**src/char_lcd_nibble_sequencer_defines.svh**
```systemverilog
// Assertion helpers shared by the sequencer modules.
// Each macro expects clk and arst_n to be visible where it is used.
`ifndef CHAR_LCD_NIBBLE_SEQUENCER_DEFINES_SVH
`define CHAR_LCD_NIBBLE_SEQUENCER_DEFINES_SVH

// The consequent must hold in the same cycle as the antecedent.
`define CLNS_ASSERT_IMP(label, ante, cons, msg) \
	label: assert property (@(posedge clk) disable iff (!arst_n) (ante) |-> (cons)) \
		else $error(msg);

// The consequent must hold in the cycle after the antecedent.
`define CLNS_ASSERT_NXT(label, ante, cons, msg) \
	label: assert property (@(posedge clk) disable iff (!arst_n) (ante) |=> (cons)) \
		else $error(msg);

`endif

```
**src/clns_pkg.sv**
```systemverilog
`default_nettype none

package clns_pkg;

	// Request function codes.
	typedef enum logic [1:0] {
		FUNC_INIT   = 2'd0,
		FUNC_CMD    = 2'd1,
		FUNC_DATA   = 2'd2,
		FUNC_CURSOR = 2'd3
	} func_t;

	// Pin hold times in microseconds.
	localparam logic [15:0] HOLD_SETUP_US  = 16'd1;
	localparam logic [15:0] HOLD_NIBBLE_US = 16'd50;
	localparam logic [15:0] HOLD_LONG_US   = 16'd2050;
	localparam logic [15:0] HOLD_POWER_US  = 16'd50000;
	localparam logic [15:0] HOLD_WAKE1_US  = 16'd5050;
	localparam logic [15:0] HOLD_WAKE2_US  = 16'd1050;
	localparam logic [15:0] HOLD_WAKE3_US  = 16'd200;

	// Command bytes and cursor addressing.
	localparam logic [7:0] CMD_CLEAR       = 8'h01;
	localparam logic [7:0] CMD_HOME_ALT    = 8'h03;
	localparam logic [7:0] CMD_SET_DDRAM   = 8'h80;
	localparam logic [2:0] ROW_MAX         = 3'd3;

	// Index of the final nibble of the init sequence.
	localparam logic [3:0] INIT_LAST_IDX   = 4'd12;

	// Default depth of the job queue between front and back.
	localparam int QUEUE_DEPTH_DEF = 2;

	// One classified job handed from the front to the back.
	typedef struct packed {
		logic       is_init;
		logic       rs;
		logic [7:0] data;
		logic       long_wait;
	} job_t;

	// Queue write side.
	typedef struct packed {
		logic push;
		job_t job;
	} qwr_t;

	// Queue read side.
	typedef struct packed {
		logic valid;
		job_t job;
	} qhead_t;

	// DDRAM base address of each display row.
	function automatic logic [7:0] row_base(input logic [1:0] r);
		logic [7:0] b;
		unique case (r)
			2'd0: b = 8'h00;
			2'd1: b = 8'h40;
			2'd2: b = 8'h14;
			2'd3: b = 8'h54;
			default: b = 8'h00;
		endcase
		return b;
	endfunction

	// Nibble sent at each position of the init sequence. Position zero is the
	// power-on wait, which is a single step with all pins low.
	function automatic logic [3:0] init_nibble(input logic [3:0] idx);
		logic [3:0] n;
		unique case (idx)
			4'd0:  n = 4'h0;
			4'd1:  n = 4'h3;
			4'd2:  n = 4'h3;
			4'd3:  n = 4'h3;
			4'd4:  n = 4'h2;
			4'd5:  n = 4'h2;
			4'd6:  n = 4'h8;
			4'd7:  n = 4'h0;
			4'd8:  n = 4'hC;
			4'd9:  n = 4'h0;
			4'd10: n = 4'h1;
			4'd11: n = 4'h0;
			4'd12: n = 4'h6;
			default: n = 4'h0;
		endcase
		return n;
	endfunction

	// Final hold of each position of the init sequence.
	function automatic logic [15:0] init_hold(input logic [3:0] idx);
		logic [15:0] h;
		unique case (idx)
			4'd0:  h = HOLD_POWER_US;
			4'd1:  h = HOLD_WAKE1_US;
			4'd2:  h = HOLD_WAKE2_US;
			4'd3:  h = HOLD_WAKE3_US;
			4'd10: h = HOLD_LONG_US;
			default: h = HOLD_NIBBLE_US;
		endcase
		return h;
	endfunction

endpackage

`default_nettype wire

```
**src/clns_ifs.sv**
```systemverilog
`default_nettype none

// Request channel into the sequencer.
interface clns_req_if;
	logic       valid;
	logic       ready;
	logic [1:0] func;
	logic [7:0] value;
	logic [5:0] column;
	logic [2:0] row;

	modport source (output valid, func, value, column, row, input ready);
	modport sink (input valid, func, value, column, row, output ready);
endinterface

// Pin step channel out of the sequencer.
interface clns_step_if;
	logic        valid;
	logic        ready;
	logic        reg_select;
	logic [3:0]  data_nibble;
	logic        enable;
	logic [15:0] hold_us;
	logic        last;

	modport source (output valid, reg_select, data_nibble, enable, hold_us, last,
		input ready);
	modport sink (input valid, reg_select, data_nibble, enable, hold_us, last,
		output ready);
endinterface

`default_nettype wire

```
**src/clns_front.sv**
```systemverilog
`default_nettype none

module clns_front
	import clns_pkg::*;
(
	clns_req_if.sink req,
	input  logic     q_full,
	output qwr_t     q_wr
);

	logic [1:0] row_clamped;
	logic [7:0] cursor_addr;
	job_t       job;

	// Accept a request whenever the queue has room.
	assign req.ready = !q_full;

	// Clamp the row and form the DDRAM address for set-cursor requests.
	assign row_clamped = (req.row > ROW_MAX) ? ROW_MAX[1:0] : req.row[1:0];
	assign cursor_addr = {2'b00, req.column} + row_base(row_clamped);

	// Classify the request into a job for the back end.
	always_comb begin
		job = '0;
		unique case (func_t'(req.func))
			FUNC_INIT: begin
				job.is_init = 1'b1;
			end
			FUNC_CMD: begin
				job.data      = req.value;
				job.long_wait = (req.value >= CMD_CLEAR) && (req.value <= CMD_HOME_ALT);
			end
			FUNC_DATA: begin
				job.rs   = 1'b1;
				job.data = req.value;
			end
			FUNC_CURSOR: begin
				job.data = CMD_SET_DDRAM | cursor_addr;
			end
			default: begin
				job = '0;
			end
		endcase
	end

	assign q_wr.push = req.valid && req.ready;
	assign q_wr.job  = job;

endmodule

`default_nettype wire

```
**src/clns_queue.sv**
```systemverilog
`default_nettype none

module clns_queue
	import clns_pkg::*;
#(
	parameter int DEPTH = QUEUE_DEPTH_DEF
)(
	input  logic   clk,
	input  logic   arst_n,
	input  qwr_t   q_wr,
	input  logic   pop,
	output logic   full,
	output qhead_t head
);

	`include "char_lcd_nibble_sequencer_defines.svh"

	localparam int PTR_W = $clog2(DEPTH);
	localparam int CNT_W = $clog2(DEPTH + 1);

	job_t             entries_q [DEPTH];
	logic [PTR_W-1:0] wr_ptr_q;
	logic [PTR_W-1:0] rd_ptr_q;
	logic [CNT_W-1:0] count_q;

	assign full       = (count_q == CNT_W'(DEPTH));
	assign head.valid = (count_q != '0);
	assign head.job   = entries_q[rd_ptr_q];

	// Job storage; written only on a push.
	always_ff @(posedge clk) begin
		if (q_wr.push) begin
			entries_q[wr_ptr_q] <= q_wr.job;
		end
	end

	// Pointers and fill count.
	always_ff @(posedge clk or negedge arst_n) begin
		if (!arst_n) begin
			wr_ptr_q <= '0;
			rd_ptr_q <= '0;
			count_q  <= '0;
		end else begin
			if (q_wr.push) begin
				wr_ptr_q <= (wr_ptr_q == PTR_W'(DEPTH - 1)) ? '0 : wr_ptr_q + 1'b1;
			end
			if (pop) begin
				rd_ptr_q <= (rd_ptr_q == PTR_W'(DEPTH - 1)) ? '0 : rd_ptr_q + 1'b1;
			end
			if (q_wr.push && !pop) begin
				count_q <= count_q + 1'b1;
			end else if (pop && !q_wr.push) begin
				count_q <= count_q - 1'b1;
			end
		end
	end

	`CLNS_ASSERT_IMP(a_no_push_full, full, !q_wr.push, "push into a full job queue")
	`CLNS_ASSERT_IMP(a_no_pop_empty, pop, head.valid, "pop from an empty job queue")

endmodule

`default_nettype wire

```
**src/clns_back.sv**
```systemverilog
`default_nettype none

module clns_back
	import clns_pkg::*;
(
	input  logic      clk,
	input  logic      arst_n,
	input  qhead_t    head,
	output logic      pop,
	clns_step_if.source step
);

	`include "char_lcd_nibble_sequencer_defines.svh"

	// Three steps of one nibble.
	typedef enum logic [2:0] {
		PH_SETUP  = 3'b001,
		PH_STROBE = 3'b010,
		PH_HOLD   = 3'b100
	} phase_t;

	phase_t      phase_q;
	logic [3:0]  nib_idx_q;

	logic        out_valid_q;
	logic        out_rs_q;
	logic [3:0]  out_nib_q;
	logic        out_en_q;
	logic [15:0] out_hold_q;
	logic        out_last_q;

	logic [3:0]  nib;
	logic [15:0] fin_hold;
	logic        single;
	logic        last_nib;
	logic        nib_done;
	logic        step_last;
	logic        advance;

	// Work out the pin levels of the current step of the head job.
	always_comb begin
		if (head.job.is_init) begin
			nib      = init_nibble(nib_idx_q);
			fin_hold = init_hold(nib_idx_q);
			single   = (nib_idx_q == '0);
			last_nib = (nib_idx_q == INIT_LAST_IDX);
		end else begin
			nib      = nib_idx_q[0] ? head.job.data[3:0] : head.job.data[7:4];
			fin_hold = (nib_idx_q[0] && head.job.long_wait) ? HOLD_LONG_US : HOLD_NIBBLE_US;
			single   = 1'b0;
			last_nib = nib_idx_q[0];
		end
		nib_done  = single || (phase_q == PH_HOLD);
		step_last = nib_done && last_nib;
	end

	// A step is produced whenever a job is at the head of the queue and the output register is free or being drained.
	assign advance = head.valid && (!out_valid_q || step.ready);
	assign pop     = advance && step_last;

	// Nibble position and phase counters.
	always_ff @(posedge clk or negedge arst_n) begin
		if (!arst_n) begin
			phase_q   <= PH_SETUP;
			nib_idx_q <= '0;
		end else if (advance) begin
			if (nib_done) begin
				phase_q   <= PH_SETUP;
				nib_idx_q <= last_nib ? '0 : nib_idx_q + 1'b1;
			end else begin
				unique case (phase_q)
					PH_SETUP:  phase_q <= PH_STROBE;
					PH_STROBE: phase_q <= PH_HOLD;
					PH_HOLD:   phase_q <= PH_SETUP;
					default:   phase_q <= PH_SETUP;
				endcase
			end
		end
	end

	// Output valid flag.
	always_ff @(posedge clk or negedge arst_n) begin
		if (!arst_n) begin
			out_valid_q <= 1'b0;
		end else if (advance) begin
			out_valid_q <= 1'b1;
		end else if (step.ready) begin
			out_valid_q <= 1'b0;
		end
	end

	// Output payload register.
	always_ff @(posedge clk) begin
		if (advance) begin
			out_rs_q   <= head.job.rs;
			out_nib_q  <= nib;
			out_en_q   <= (phase_q == PH_STROBE);
			out_hold_q <= nib_done ? fin_hold : HOLD_SETUP_US;
			out_last_q <= step_last;
		end
	end

	assign step.valid       = out_valid_q;
	assign step.reg_select  = out_rs_q;
	assign step.data_nibble = out_nib_q;
	assign step.enable      = out_en_q;
	assign step.hold_us     = out_hold_q;
	assign step.last        = out_last_q;

	`CLNS_ASSERT_NXT(a_pop_marks_last, pop, out_valid_q && out_last_q, "job retired without last step")
	`CLNS_ASSERT_IMP(a_idx_range, 1'b1, nib_idx_q <= INIT_LAST_IDX, "nibble position out of range")
	`CLNS_ASSERT_IMP(a_mid_job_head, phase_q != PH_SETUP || nib_idx_q != '0, head.valid, "sequencer mid-job without a job")

endmodule

`default_nettype wire

```
**src/char_lcd_nibble_sequencer.sv**
```systemverilog
// Character LCD nibble sequencer for a 4-bit HD44780-style bus. Each request
// (init, command byte, data byte, set cursor) becomes a list of pin steps, one
// step per output request, each giving RS, D4..D7, E and the hold time in
// microseconds, with last set on the final step. A byte request or a
// set-cursor request yields six steps and an init request 37 steps. The back
// sequencer emits one step per cycle while the output is taken; that
// sequencer sets the throughput. A small job queue in front of it keeps
// accepting requests while it has room and steps of earlier ones are still
// going out, and the block keeps no state between requests.
`default_nettype none

module char_lcd_nibble_sequencer
	import clns_pkg::*;
#(
	parameter int QUEUE_DEPTH = QUEUE_DEPTH_DEF
)(
	input  logic        clk,
	input  logic        arst_n,
	clns_req_if.sink    req,
	clns_step_if.source step
);

	qwr_t   q_wr;
	qhead_t q_head;
	logic   q_full;
	logic   q_pop;

	// Classifies requests into jobs.
	clns_front u_front (
		.req    (req),
		.q_full (q_full),
		.q_wr   (q_wr)
	);

	// Decouples request acceptance from step generation.
	clns_queue #(
		.DEPTH (QUEUE_DEPTH)
	) u_queue (
		.clk    (clk),
		.arst_n (arst_n),
		.q_wr   (q_wr),
		.pop    (q_pop),
		.full   (q_full),
		.head   (q_head)
	);

	// Expands each job into timed pin steps.
	clns_back u_back (
		.clk    (clk),
		.arst_n (arst_n),
		.head   (q_head),
		.pop    (q_pop),
		.step   (step)
	);

endmodule

`default_nettype wire

```
**src/flat_wrapper.sv**
```systemverilog
// flat-port wrapper written by rule: the top's interface ports become plain ports
module char_lcd_nibble_sequencer_flat import clns_pkg::*;
#(
	parameter int QUEUE_DEPTH = QUEUE_DEPTH_DEF
)
  (clk, arst_n, req_valid, req_func, req_value, req_column, req_row, req_ready, step_valid, step_reg_select, step_data_nibble, step_enable, step_hold_us, step_last, step_ready);
  clns_req_if req_i ();
  clns_step_if step_i ();
  input  logic clk;
  input  logic arst_n;
  input wire logic [$bits(req_i.valid)-1:0] req_valid;
  input wire logic [$bits(req_i.func)-1:0] req_func;
  input wire logic [$bits(req_i.value)-1:0] req_value;
  input wire logic [$bits(req_i.column)-1:0] req_column;
  input wire logic [$bits(req_i.row)-1:0] req_row;
  output wire logic [$bits(req_i.ready)-1:0] req_ready;
  output wire logic [$bits(step_i.valid)-1:0] step_valid;
  output wire logic [$bits(step_i.reg_select)-1:0] step_reg_select;
  output wire logic [$bits(step_i.data_nibble)-1:0] step_data_nibble;
  output wire logic [$bits(step_i.enable)-1:0] step_enable;
  output wire logic [$bits(step_i.hold_us)-1:0] step_hold_us;
  output wire logic [$bits(step_i.last)-1:0] step_last;
  input wire logic [$bits(step_i.ready)-1:0] step_ready;
  assign req_i.valid = req_valid;
  assign req_i.func = req_func;
  assign req_i.value = req_value;
  assign req_i.column = req_column;
  assign req_i.row = req_row;
  assign req_ready = req_i.ready;
  assign step_valid = step_i.valid;
  assign step_reg_select = step_i.reg_select;
  assign step_data_nibble = step_i.data_nibble;
  assign step_enable = step_i.enable;
  assign step_hold_us = step_i.hold_us;
  assign step_last = step_i.last;
  assign step_i.ready = step_ready;
  char_lcd_nibble_sequencer #(.QUEUE_DEPTH(QUEUE_DEPTH)) u_core (.clk(clk), .arst_n(arst_n), .req(req_i), .step(step_i));
endmodule
```
**config.mk**
```make
export PLATFORM = sky130hd
export DESIGN_NAME = char_lcd_nibble_sequencer_flat
export DESIGN_NICKNAME = d
export VERILOG_FILES = /design/src/clns_pkg.sv /design/src/clns_ifs.sv /design/src/clns_front.sv /design/src/clns_queue.sv /design/src/clns_back.sv /design/src/char_lcd_nibble_sequencer.sv /design/src/flat_wrapper.sv
export VERILOG_INCLUDE_DIRS = /design/src /design/src/src
export SDC_FILE = /design/constraint.sdc
export NUM_CORES = 1
export LEC_CHECK = 0
export ABC_AREA = 1
export BUFFER_PORTS_ARGS = -buffer_cell sky130_fd_sc_hd__buf_4
export CORE_UTILIZATION = 50
export CTS_CLUSTER_SIZE = 8
export DETAILED_ROUTE_END_ITERATION = 16
export PLACE_DENSITY = 0.72
export REMOVE_ABC_BUFFERS = 1
export SLEW_MARGIN = 30
export SYNTH_ARGS = -nofsm -noshare
export SYNTH_HDL_FRONTEND = slang
export SYNTH_HIERARCHICAL = 1
export SYNTH_SLANG_ARGS = --single-unit
```
**constraint.sdc**
```tcl
create_clock -name clk -period 2.5 [get_ports clk]
set_input_delay 0.25 -clock clk [delete_from_list [all_inputs] [get_ports clk]]
set_output_delay 0.25 -clock clk [all_outputs]
set_load 0.02 [all_outputs]
```
==> flow_summary_export.csv <==
group,metric,value,unit
sta,tightestPinTransition,520,ps
detailed_routing,drtIter0Drc,147,
sta,fmax,0.447,GHz
detailed_routing,first_pass_iters,4,
power_and_ir_drop,power,4.21,mW
power_and_ir_drop,cellPowerDensity,1240,nW/um^2
synthesis,synth_cell_types,40,
floorplanning,design.die.area,6070,sq um
sta,fin_crit,2230,ps
floorplanning,die_w,77.9,microns
clocking,clk_latency,290,ps
worst_setup_path,worstPathRequired,2690,ps
synthesis,synth_flop_cell,"edfxtp_1",
synthesis,seq_area_frac_synth,53.2,%
placed_design,post-place-ws,192,ps
detailed_routing,remaining_drc_errors,0,
global_route,track_usage,16.7,%
sta,hold_viol,0,
sta,setup_ws,265,ps
detailed_routing,ant_nets,0,
global_route,grt_pass1_wl,7.97,mm
clocking,cts_tree,"built",
layout,finalInstanceArea,3400,sq um
power_and_ir_drop,ir_drop,0.000576,V
flow_run,drv_cap,0,
detailed_routing,vias,1946,
floorplanning,num_rows,27,
synthesis,ys_ff_latch,53,
layout,drive_above_1_share,30.5,%
hold_path,hold_path_class,"input pin to flip-flop",
global_route,grt_pass1_vias,1940,
clocking,ctsRootBufferMaster,"clkbuf_8",
synthesis,async_flop_share,22.6,%
floorplanning,ios,48,
sta,finClkSkew,5.57,ps
sta,rsz0062_at_grt,"no",
hold_path,min_from,"step_ready",
layout,n_antenna_cell,0,
synthesis,syn_inst,275,
clocking,clk_path_buf_depth,2,
floorplanning,start_util,52.0,%
clocking,path_clk_slew,90,ps
clocking,clock-sinks,53,
synthesis,syn-cell-area,2880,sq um
sta,slew_headroom,65.3,%
worst_setup_path,crit_type,"flip-flop to flip-flop",
placed_design,gp_congestion,0.885,
sta,fin_tns_setup,0,ps
worst_setup_path,rrSetupSlack,270,ps
worst_setup_path,path_max_fanout,8,
floorplanning,core_area,5540,sq um
placed_design,placedCellCount,384,
global_route,grt_antenna_before_repair,0,
sta,whs,205,ps
layout,final_util,61.3,%
sta,setup_viol,0,
worst_setup_path,endpoint_kind,"flip-flop",
detailed_routing,finalWirelength,4.60,mm
layout,fin_nets,354,
layout,stdcell_count,393,
placed_design,placed_area,3250,sq um
floorplanning,die-height,77.9,microns
global_route,grt.overflow.total,0,
sta,fin_crit_sh,89.4,%
worst_setup_path,critPathLaunch,"u_core/u_back/nib_idx_q[1]$_DFFE_PN0P_",
detailed_routing,vias_per_cell,4.95,
worst_setup_path,start_kind,"flip-flop",
clocking,post_cts_buffers,0,
worst_setup_path,reg2reg_from,"u_core/u_back/nib_idx_q[1]$_DFFE_PN0P_",
global_route,grt_start_max_net_pins,24,
clocking,h-tree-depth,2,
placed_design,dpl.hpwl,3.52,mm
layout,area_delta_synth_final,17.9,%
clocking,cts_buffers,5,
worst_setup_path,critPathArrivalTime,2430,ps
synthesis,synth_edf_count,41,
status,status,"complete, no violations",
synthesis,yosysWarnings,6,
power_and_ir_drop,power_leakage,1.53,nW
synthesis,syn_avg_cell_area,10.5,sq um
placed_design,portBuffers,45,
sta,finalMaxSlewViolations,0,
detailed_routing,post_drt_wl_per_cell,11.7,microns
layout make-up:
| class | count | area (sq um) |
|---|---|---|
| clock buffers | 5 | 68.8 |
| well taps | 72 | 90.1 |
| flip-flops and latches | 53 | 1530 |
| clock inverters | 3 | 65.1 |
| repair buffers | 49 | 370 |
| fillers | 469 | 2140 |
| multi-input cells | 177 | 1140 |
| inverters | 34 | 130 |
synth_stat cells, types with 2 or more instances:
cell type / count / area (sq um)
buf_2: 2 / 10.0
nand3_1: 12 / 60.1
o21ai_0: 7 / 35.0
o21bai_1: 2 / 15.0
clkbuf_1: 2 / 7.51
buf_6: 2 / 22.5
nor2_1: 19 / 71.3
mux2_2: 2 / 22.5
buf_4: 6 / 45.0
nor2_2: 7 / 43.8
nand3_4: 2 / 35.0
dfrtp_1: 11 / 275
inv_2: 4 / 15.0
nor2_4: 2 / 22.5
nand2_2: 2 / 12.5
inv_1: 28 / 105
nand2_1: 58 / 218
xor2_1: 2 / 17.5
o21ai_1: 3 / 15.0
nand2_8: 2 / 40.0
nand3_2: 3 / 30.0
xnor2_1: 2 / 17.5
edfxtp_1: 41 / 1230
mux2_4: 9 / 135
a21oi_1: 13 / 65.1
nor3_1: 3 / 15.0
nand4_1: 3 / 18.8
ha_1: 11 / 138
o21ai_2: 4 / 35.0
layer usage:
metal | global-route usage [%] | vias to the layer above | share of wire [%]
met2 | 32.3 | 49 | 54
met5 | 0 | - | 0
met1 | 17.7 | 889 | 42
met3 | 3.06 | 4 | 3.2
li1 | - | 1004 | -
met4 | 6.48 | 0 | 1.4
state kept, by name, summed over array words and instances, names as in the netlist:
signal	cells
u_core/u_queue/entries_q	22
u_core/u_queue/count_q	2
u_core/u_back/step.reg_select	1
u_core/u_back/phase_q	3
u_core/u_back/step.valid	1
u_core/u_queue/rd_ptr_q	1
u_core/u_queue/wr_ptr_q	1
u_core/u_back/step.data_nibble	4
u_core/u_back/step.last	1
u_core/u_back/step.hold_us	12
u_core/u_back/step.enable	1
u_core/u_back/nib_idx_q	4
critical path: stages, from the launching register on:
cell	delay, ps
dfrtp_1	460
inv_1	120
ha_2	290
nand3_1	140
o21bai_1	210
nand2_1	110
nor2_1	160
inv_1	70
ha_1	300
inv_1	80
nand3_1	90
nand2_1	60
nand2_1	40
power by group:
part	internal [mW]	switching, mW	total (mW)
combinational	0.776	1.23	2.00
sequential	1.39	0.158	1.55
clock	0.397	0.258	0.655
total	2.56	1.64	4.21
cell families after synthesis:
kind of cell / after synthesis / synth area share [%]
xor gates and xnor gates: 4 / 1.22
adders and majority gates: 11 / 4.78
and+or+nand+nor: 115 / 20.6
DFF: 53 / 53.2
AOI/OAI and AO/OA: 34 / 7.08
buffers and inverters: 46 / 7.47
muxes: 11 / 5.47
other: 1 / 0.130
cells in the final DEF (no fill, tap or decap), types with 2 or more instances in the layout:
cell type	instances
buf_4	48
nor2_4	2
nand2_8	2
xnor2_1	2
nand3_1	12
ha_1	10
edfxtp_1	41
mux2_4	9
o21ai_0	7
a21oi_1	13
o21ai_1	3
nand4_1	3
conb_1	2
nand3_2	3
nor3_1	3
nand2_2	2
dfrtp_1	11
xor2_1	2
nand2_1	58
nor2_1	19
o21ai_2	4
clkbuf_8	5
o21bai_1	2
inv_1	28
inv_2	4
nand3_4	2
nor2_2	7
mux2_2	2
bufinv_16	2
repair_timing:
item / 4_1_cts / 5_1_grt
endpoints found under the setup margin: 0 / 1
resized for setup: 0 / 1
hold endpoints to repair: 12 / 0
hold buffers: 1 / 0
final timing paths:
path                                                          to  cells past startpoint
max                        u_core/u_queue/count_q[1]$_DFFE_PN0P_                     12
min                         u_core/u_back/step.valid$_DFFE_PN0P_                      4
max reg2reg                u_core/u_queue/count_q[1]$_DFFE_PN0P_                     12
min reg2reg                u_core/u_queue/count_q[1]$_DFFE_PN0P_                      2
max in group asynchronous   u_core/u_back/phase_q[0]$_DFFE_PN1P_                      2
min in group asynchronous  u_core/u_queue/count_q[0]$_DFFE_PN0P_                      2
Power figures use the tool's default switching activity.
